## src/rtl/i2cms_pkg.sv

```systemverilog
// shared types and constants for the i2c master bit sequencer
package i2cms_pkg;

  localparam logic [7:0] TimeoutReset = 8'd250;
  localparam logic [7:0] MsbMask      = 8'h80;
  localparam logic [7:0] WaitMax      = 8'hff;
  localparam logic [3:0] BitsPerByte  = 4'd8;

  // command codes; idle doubles as the tick-only action
  typedef enum logic [3:0] {
    CMD_IDLE      = 4'd0,
    CMD_START     = 4'd1,
    CMD_STOP      = 4'd2,
    CMD_SEND      = 4'd3,
    CMD_WAIT      = 4'd4,
    CMD_READ_ACK  = 4'd5,
    CMD_READ_NACK = 4'd6,
    CMD_ACK       = 4'd7,
    CMD_NACK      = 4'd8
  } cmd_e;

  typedef struct packed {
    logic [3:0] action;
    logic [7:0] write_data;
    logic       sda_in;
  } in_item_t;

  typedef struct packed {
    logic       scl_level;
    logic       sda_level;
    logic       busy_res;
    logic       done_res;
    logic [7:0] read_byte;
    logic       no_ack;
    logic       ignored;
  } out_item_t;

  typedef struct packed {
    cmd_e       cmd;
    logic [2:0] phase;
    logic [3:0] bit_count;
    logic [7:0] tx_shift;
    logic [7:0] rx_shift;
    logic [7:0] wait_count;
    logic       scl;
    logic       sda;
    logic       nack;
  } seq_state_t;

  typedef struct packed {
    logic done;
    logic ignored;
  } step_flags_t;

endpackage

```

## src/rtl/i2cms_if.sv

```systemverilog
// valid/ready channels for items, results and the timeout register
interface i2cms_in_if import i2cms_pkg::*; ();
  logic     valid;
  logic     ready;
  in_item_t data;
  modport source (output valid, output data, input ready);
  modport sink   (input valid, input data, output ready);
endinterface

interface i2cms_out_if import i2cms_pkg::*; ();
  logic      valid;
  logic      ready;
  out_item_t data;
  modport source (output valid, output data, input ready);
  modport sink   (input valid, input data, output ready);
endinterface

interface i2cms_cfg_if ();
  logic       valid;
  logic       ready;
  logic [7:0] data;
  modport source (output valid, output data, input ready);
  modport sink   (input valid, input data, output ready);
endinterface

```

## src/rtl/i2c_master_bit_sequencer.sv

```systemverilog
// i2c master bit sequencer: one bus delay tick per item
//
// in_i carries one tick per beat: the action code, the byte to send and the
// sampled sda level. a start, stop, send, ack-wait, read or lone ack/nack
// command is taken only while idle; the step of the accepting tick is
// already applied. out_o returns exactly one result beat per tick: scl and
// sda levels (1 released, 0 driven low), busy, a done pulse, the receive
// shift register, the no-ack flag and an ignored flag for commands dropped
// while busy. cfg_i writes the ack timeout in ticks (reset 250); write it
// only while the block is idle.
// the result beat is registered at the accepting edge; a new tick is taken
// every cycle while out_o does not stall, since the whole step is one
// combinational pass from the state registers into the result register.
// when out_o stalls, the held result blocks in_i only once the result
// register is full; in_i stays ready while the result is being taken.
// reset releases both lines, empties the result register and sets idle.
module i2c_master_bit_sequencer import i2cms_pkg::*; (
  input  logic       clk_i,
  input  logic       rst_ni,
  i2cms_in_if.sink   in_i,
  i2cms_out_if.source out_o,
  i2cms_cfg_if.sink  cfg_i
);

  seq_state_t state_q, state_d;
  out_item_t  out_q, out_d;
  logic       out_valid_q;
  logic [7:0] timeout_q;
  logic       accept;

  assign in_i.ready  = !out_valid_q || out_o.ready;
  assign cfg_i.ready = 1'b1;
  assign accept      = in_i.valid && in_i.ready;

  i2cms_step u_step (
    .state_i       (state_q),
    .item_i        (in_i.data),
    .ack_timeout_i (timeout_q),
    .state_o       (state_d),
    .result_o      (out_d)
  );

  always_ff @(posedge clk_i or negedge rst_ni) begin
    if (!rst_ni) begin
      state_q     <= '{cmd: CMD_IDLE, scl: 1'b1, sda: 1'b1, default: '0};
      out_valid_q <= 1'b0;
      timeout_q   <= TimeoutReset;
    end else begin
      if (accept) state_q <= state_d;
      if (accept) out_valid_q <= 1'b1;
      else if (out_o.ready) out_valid_q <= 1'b0;
      if (cfg_i.valid) timeout_q <= cfg_i.data;
    end
  end

  always_ff @(posedge clk_i) begin
    if (accept) out_q <= out_d;
  end

  assign out_o.valid = out_valid_q;
  assign out_o.data  = out_q;

`ifndef NO_ASSERTIONS
  a_done_not_busy: assert property (@(posedge clk_i) disable iff (!rst_ni)
    out_valid_q && out_q.done_res |-> !out_q.busy_res)
    else $error("done beat reports busy");

  a_accept_fills: assert property (@(posedge clk_i) disable iff (!rst_ni)
    accept |=> out_valid_q)
    else $error("accepted tick left no result");

  a_empty_ready: assert property (@(posedge clk_i) disable iff (!rst_ni)
    !out_valid_q |-> in_i.ready)
    else $error("input stalled with empty result register");

  a_idle_clean: assert property (@(posedge clk_i) disable iff (!rst_ni)
    state_q.cmd == CMD_IDLE |-> state_q.phase == 3'd0 && state_q.bit_count == 4'd0)
    else $error("idle sequencer holds step counters");

  a_state_holds: assert property (@(posedge clk_i) disable iff (!rst_ni)
    !accept |=> $stable(state_q))
    else $error("sequencer state moved without a tick");
`endif

endmodule

```

## src/rtl/i2cms_step.sv

```systemverilog
// one tick of the command sequencer: next state and result fields
module i2cms_step import i2cms_pkg::*; (
  input  seq_state_t  state_i,
  input  in_item_t    item_i,
  input  logic [7:0]  ack_timeout_i,
  output seq_state_t  state_o,
  output out_item_t   result_o
);

  seq_state_t  s;
  step_flags_t flags;

  always_comb begin
    logic tail;
    logic tail_ack;
    logic run_done;
    s        = state_i;
    flags    = '0;
    tail     = 1'b0;
    tail_ack = 1'b0;
    run_done = 1'b0;

    if (state_i.cmd != CMD_IDLE) begin
      flags.ignored = (item_i.action != CMD_IDLE);
    end else if (item_i.action >= CMD_START && item_i.action <= CMD_NACK) begin
      s.cmd        = cmd_e'(item_i.action);
      s.phase      = '0;
      s.bit_count  = '0;
      s.wait_count = '0;
      if (s.cmd == CMD_SEND) s.tx_shift = item_i.write_data;
      if (s.cmd == CMD_READ_ACK || s.cmd == CMD_READ_NACK) s.rx_shift = '0;
      if (s.cmd == CMD_WAIT) s.nack = 1'b0;
    end

    case (s.cmd)
      CMD_START: begin
        case (s.phase)
          3'd0: begin s.scl = 1'b1; s.sda = 1'b1; s.phase = 3'd1; end
          3'd1: begin s.sda = 1'b0; s.phase = 3'd2; end
          default: begin s.scl = 1'b0; run_done = 1'b1; end
        endcase
      end
      CMD_STOP: begin
        case (s.phase)
          3'd0: begin s.sda = 1'b0; s.scl = 1'b0; s.phase = 3'd1; end
          3'd1: begin s.scl = 1'b1; s.phase = 3'd2; end
          default: begin s.sda = 1'b1; run_done = 1'b1; end
        endcase
      end
      CMD_SEND: begin
        if (s.bit_count >= BitsPerByte) begin
          s.scl    = 1'b0;
          s.sda    = 1'b1;
          run_done = 1'b1;
        end else if (s.phase == 3'd0) begin
          s.scl      = 1'b0;
          s.sda      = |(s.tx_shift & MsbMask);
          s.tx_shift = {s.tx_shift[6:0], 1'b0};
          s.phase    = 3'd1;
        end else begin
          s.scl       = 1'b1;
          s.phase     = 3'd0;
          s.bit_count = s.bit_count + 4'd1;
        end
      end
      CMD_WAIT: begin
        case (s.phase)
          3'd0: begin s.sda = 1'b1; s.phase = 3'd1; end
          3'd1: begin s.scl = 1'b1; s.phase = 3'd2; end
          3'd2: begin
            if (!item_i.sda_in) begin
              s.scl    = 1'b0;
              run_done = 1'b1;
            end else begin
              // saturating count of high samples
              if (s.wait_count != WaitMax) s.wait_count = s.wait_count + 8'd1;
              if (s.wait_count > ack_timeout_i) begin
                s.nack  = 1'b1;
                s.sda   = 1'b0;
                s.scl   = 1'b0;
                s.phase = 3'd3;
              end
            end
          end
          3'd3: begin s.scl = 1'b1; s.phase = 3'd4; end
          3'd4: begin s.sda = 1'b1; s.phase = 3'd5; end
          default: begin s.scl = 1'b0; run_done = 1'b1; end
        endcase
      end
      CMD_READ_ACK, CMD_READ_NACK: begin
        if (s.bit_count >= BitsPerByte) begin
          tail     = 1'b1;
          tail_ack = (s.cmd == CMD_READ_ACK);
        end else if (s.phase == 3'd0) begin
          s.scl   = 1'b1;
          s.phase = 3'd1;
        end else begin
          s.rx_shift  = {s.rx_shift[6:0], item_i.sda_in};
          s.scl       = 1'b0;
          s.phase     = 3'd0;
          s.bit_count = s.bit_count + 4'd1;
        end
      end
      CMD_ACK: begin
        tail     = 1'b1;
        tail_ack = 1'b1;
      end
      CMD_NACK: begin
        tail     = 1'b1;
        tail_ack = 1'b0;
      end
      default: begin
        run_done = 1'b0;
      end
    endcase

    // ack or nack bit after a read, or on its own
    if (tail) begin
      case (s.phase)
        3'd0: begin s.sda = !tail_ack; s.phase = 3'd1; end
        3'd1: begin s.scl = 1'b1; s.phase = 3'd2; end
        3'd2: begin
          s.scl = 1'b0;
          if (tail_ack) s.phase = 3'd3;
          else run_done = 1'b1;
        end
        default: begin s.sda = 1'b1; run_done = 1'b1; end
      endcase
    end

    if (run_done) begin
      s.cmd       = CMD_IDLE;
      s.phase     = '0;
      s.bit_count = '0;
    end
    flags.done = run_done;
  end

  always_comb begin
    result_o.scl_level = s.scl;
    result_o.sda_level = s.sda;
    result_o.busy_res  = (s.cmd != CMD_IDLE);
    result_o.done_res  = flags.done;
    result_o.read_byte = s.rx_shift;
    result_o.no_ack    = s.nack;
    result_o.ignored   = flags.ignored;
  end

  assign state_o = s;

endmodule
```

## src/flat_wrapper.sv

```systemverilog
// flat-port wrapper written by rule: the top's interface ports become plain ports
module i2c_master_bit_sequencer_flat import i2cms_pkg::*;
  (clk_i, rst_ni, in_i_valid, in_i_data, in_i_ready, out_o_valid, out_o_data, out_o_ready, cfg_i_valid, cfg_i_data, cfg_i_ready);
  i2cms_in_if in_i_i ();
  i2cms_out_if out_o_i ();
  i2cms_cfg_if cfg_i_i ();
  input  logic clk_i;
  input  logic rst_ni;
  input wire logic [$bits(in_i_i.valid)-1:0] in_i_valid;
  input wire logic [$bits(in_i_i.data)-1:0] in_i_data;
  output wire logic [$bits(in_i_i.ready)-1:0] in_i_ready;
  output wire logic [$bits(out_o_i.valid)-1:0] out_o_valid;
  output wire logic [$bits(out_o_i.data)-1:0] out_o_data;
  input wire logic [$bits(out_o_i.ready)-1:0] out_o_ready;
  input wire logic [$bits(cfg_i_i.valid)-1:0] cfg_i_valid;
  input wire logic [$bits(cfg_i_i.data)-1:0] cfg_i_data;
  output wire logic [$bits(cfg_i_i.ready)-1:0] cfg_i_ready;
  assign in_i_i.valid = in_i_valid;
  assign in_i_i.data = in_i_data;
  assign in_i_ready = in_i_i.ready;
  assign out_o_valid = out_o_i.valid;
  assign out_o_data = out_o_i.data;
  assign out_o_i.ready = out_o_ready;
  assign cfg_i_i.valid = cfg_i_valid;
  assign cfg_i_i.data = cfg_i_data;
  assign cfg_i_ready = cfg_i_i.ready;
  i2c_master_bit_sequencer u_core (.clk_i(clk_i), .rst_ni(rst_ni), .in_i(in_i_i), .out_o(out_o_i), .cfg_i(cfg_i_i));
endmodule
```

## config.mk

```make
export PLATFORM = sky130hd
export DESIGN_NAME = i2c_master_bit_sequencer_flat
export DESIGN_NICKNAME = d
export VERILOG_FILES = /design/src/rtl/i2cms_pkg.sv /design/src/rtl/i2cms_if.sv /design/src/rtl/i2c_master_bit_sequencer.sv /design/src/rtl/i2cms_step.sv /design/src/flat_wrapper.sv
export SDC_FILE = /design/constraint.sdc
export NUM_CORES = 1
export LEC_CHECK = 0
export ABC_AREA = 1
export ABC_CLOCK_PERIOD_IN_PS = 5750
export BUFFER_PORTS_ARGS = -buffer_cell sky130_fd_sc_hd__buf_2
export CAP_MARGIN = 20
export CELL_PAD_IN_SITES_DETAIL_PLACEMENT = 1
export CELL_PAD_IN_SITES_GLOBAL_PLACEMENT = 1
export CORE_AREA = 2 2 101 103
export CTS_BUF_LIST = sky130_fd_sc_hd__clkbuf_2
export CTS_CLUSTER_SIZE = 30
export DETAILED_ROUTE_END_ITERATION = 16
export DIE_AREA = 0 0 103 105
export HOLD_SLACK_MARGIN = 0.03
export PLACE_DENSITY_LB_ADDON = 0.1
export SLEW_MARGIN = 30
export SYNTH_ARGS = -nofsm -noshare
export SYNTH_HDL_FRONTEND = slang
export SYNTH_HIERARCHICAL = 1
export SYNTH_SLANG_ARGS = --single-unit
```

## constraint.sdc

```tcl
create_clock -name clk_i -period 5.75 [get_ports clk_i]
set_input_delay 1.15 -clock clk_i [delete_from_list [all_inputs] [get_ports clk_i]]
set_output_delay 1.15 -clock clk_i [all_outputs]
set_load 0.01 [all_outputs]
```

==> flow_metrics.env <==
export IMPL_run_status="complete, no violations"
export IMPL_syn_to_final_growth_pct=6.957
export IMPL_fin_setup_tns_ns=0
export IMPL_synth_enable_flop_cells=14
export IMPL_routed_via_count=3907
export IMPL_synth_seq_cells=61
export IMPL_grt_ovfl_total=0
export IMPL_yosysTopAreaCell="dfrtp_1"
export IMPL_port_buffers=41
export IMPL_yosys_area_top_type_share=0.2280
export IMPL_wirelength_mm=11.49
export IMPL_max_vdd_ir_drop_mv=0.1605
export IMPL_syn_inst=585
export IMPL_r2r_setup_slack_ns=0.98
export IMPL_core_area_sq_um=9639
export IMPL_grtUsageTotal=0.2253
export IMPL_clockRootBuffer="clkbuf_2"
export IMPL_fmax_ghz=0.1944
export IMPL_path_max_fanout=11
export IMPL_critPathRequiredTime_ns=6.11
export IMPL_num_rows=36
export IMPL_clk_pin_slew_ns=0.20
export IMPL_cts_num_sinks=61
export IMPL_fin_crit_sh=0.8947
export IMPL_cts_made_buffers=9
export IMPL_crit_arrival_ns=5.50
export IMPL_power_per_cell_area_nw_per_um2=496.4
export IMPL_num_fill_cells=1287
export IMPL_reg2reg_depth=33
export IMPL_r2r_end="u_core/state_q[32]$_DFFE_PN0P_"
export IMPL_rsz0062_at_grt="false"
export IMPL_async_reset_ff_frac=0.7705
export IMPL_yosysMostFrequentCell="nand2_1"
export IMPL_min_delay_path_depth=2
export IMPL_hp_class="reg2reg"
export IMPL_die_h_microns=105
export IMPL_yosysSeqAreaShare=0.3753
export IMPL_cts_resized=0
export IMPL_grt_first_pass_wirelength_mm=19.39
export IMPL_slowest_stage="or3_1"
export IMPL_finalHoldViolCount=0
export IMPL_crit_path_end="u_core/state_q[32]$_DFFE_PN0P_"
export IMPL_synthDistinctLibCells=43
export IMPL_pin_count=43
export IMPL_cts_htree_levels=3
export IMPL_drtIter0Drc=134
export IMPL_crit_top_cell="nand2_1"
export IMPL_cp_slowest_stage_delay_ns=0.35
export IMPL_fin_skew_ns=0.04439
export IMPL_startpoint="in_i_data[12]"
export IMPL_grt_pass1_vias=4071
export IMPL_insertion_delay_ns=0.49
export IMPL_finalMaxSlewViolations=0
export IMPL_cts_setup_buffers=0
export IMPL_p_leak_nw=2.444
export IMPL_via_per_inst=5.230
export IMPL_cts_tree="done"
export IMPL_antenna_cells=0
export IMPL_tightestPinTransition_ns=0.9224
export IMPL_grt_antenna_before_repair=0
export IMPL_initial_utilization=0.4441
export IMPL_ctsHoldBuffers=0
export IMPL_final_nets=646
export IMPL_synth_commonest_cells="nand2_1 (164), inv_1 (65), nand3_1 (62)"
export IMPL_drive_above_1_share=0.1857
export IMPL_synth_area_sq_um=4280
export IMPL_timing_rr_start="u_core/state_q[34]$_DFFE_PN0P_"
export IMPL_syn_mean_instance_area_sq_um=7.317
export IMPL_maxSlewHeadroom=0.3836
export IMPL_firstDrtPassIters=4
export IMPL_min_period_ns=5.144
export IMPL_die_area_sq_um=10820
export IMPL_end_kind="register"
export IMPL_ant_nets=0
export IMPL_grt_max_degree=48
export IMPL_die_w_microns=103
export IMPL_synth_fp_nets=622
export IMPL_cts_buffer_depth=2
export IMPL_crit_type="in2reg"
export IMPL_gp_congestion=0.8871
export IMPL_yosysWarningCount=6
export IMPL_synth_ff_type="dfrtp_1"
export IMPL_fin_ws_ns=0.6056
export IMPL_dp_slack_ns=0.1967
export IMPL_drv_cap=0
export IMPL_finalSetupViolCount=0
export IMPL_drc=0
export IMPL_crit_path_start_kind="input port"
export IMPL_hpwl_mm=8.491
export IMPL_synth_area_leaders="dfrtp_1 (23%), nand2_1 (14%), edfxtp_1 (9.8%)"
export IMPL_wl_per_cell_microns=15.38
## critical path, delay by kind of cell
family | cells | cell delay, ns
buffers and inverters | 5 | 0.61
AO/OA/AOI/OAI | 4 | 0.65
adder cells (fa/ha/maj) | 2 | 0.52
AND/OR/NAND/NOR | 22 | 2.55
## report_power, final
group          internal, mW  switching (mW)
Combinational         0.420           0.890
Sequential            0.600          0.0816
Clock                 0.102           0.178
## logic make-up after synthesis
family          share of synthesized area
xor+xnor                          0.01842
buf+inv                            0.1128
compound gates                    0.09501
flops                              0.3753
mux                               0.02134
other cells                     0.0008761
fa+ha+maj                         0.03215
simple gates                       0.3441
## worst min path at each step
stage	startpoint	endpoint	slack (ns)
after floorplan	u_core/state_q[0]$_DFFE_PN0P_	u_core/state_q[0]$_DFFE_PN0P_	0.44
after global placement	u_core/timeout_q[6]$_DFFE_PN1P_	u_core/timeout_q[6]$_DFFE_PN1P_	0.45
after detailed placement	u_core/timeout_q[3]$_DFFE_PN1P_	u_core/timeout_q[3]$_DFFE_PN1P_	0.45
after CTS	u_core/timeout_q[3]$_DFFE_PN1P_	u_core/timeout_q[3]$_DFFE_PN1P_	0.48
after global routing	u_core/timeout_q[7]$_DFFE_PN1P_	u_core/timeout_q[7]$_DFFE_PN1P_	0.50
final	u_core/timeout_q[3]$_DFFE_PN1P_	u_core/timeout_q[3]$_DFFE_PN1P_	0.47
## cell type report
cell class | count | area (sq um) | area share
Multi-Input combinational cell | 422 | 2191 | 0.4785
Sequential cell | 61 | 1607 | 0.3509
Inverter | 71 | 266.5 | 0.05821
Timing Repair Buffer | 44 | 227.7 | 0.04974
Tap cell | 133 | 166.4 | 0.03635
Clock inverter | 7 | 75.07 | 0.01640
Clock buffer | 9 | 45.04 | 0.009839
## sequential cells by signal, indices dropped and copies added (netlist names)
name,count
u_core/out_o.data,14
u_core/state_q,38
u_core/timeout_q,8
u_core/out_o.valid,1
## metrics by stage
stage / std cells / power [mW] / hold WS, ns / util / cell area, sq um
CTS: 747 / 2.292 / 0.4760 / 0.4749 / 4578
floorplan: 585 / 1.753 / 0.4356 / - / 4280
global route: 747 / 2.500 / 0.4995 / 0.4749 / 4578
finish: 747 / 2.273 / 0.4719 / 0.4749 / 4578
detailed placement: 731 / 2.003 / 0.4483 / 0.4625 / 4458
global placement: 731 / 1.954 / 0.4504 / 0.4625 / 4458
## metal layers
| metal | wire length [microns] | track usage |
|---|---|---|
| met1 | 5042 | 0.2838 |
| met2 | 5856 | 0.4012 |
| met3 | 450 | 0.03411 |
| met4 | 139 | 0.04793 |
| met5 | 0 | 0 |
## placed cells by master, fill, tap and decap left out, types with 4 or more instances in the layout
cell type,Yosys,layout
clkbuf_2,0,9
a21oi_1,21,21
ha_1,11,11
nor2_2,12,12
o21a_1,5,5
inv_1,65,65
mux2i_1,8,8
inv_2,6,6
xor2_1,6,6
o21ai_0,24,24
o21ai_1,8,8
nand2_1,164,164
nor2_1,45,45
nand4_1,8,8
dfstp_2,8,8
edfxtp_1,14,14
dfrtp_1,39,39
buf_2,8,41
nand2_2,13,13
nand3_1,62,62
nor2_4,4,4
Power figures use the tool's default switching activity.
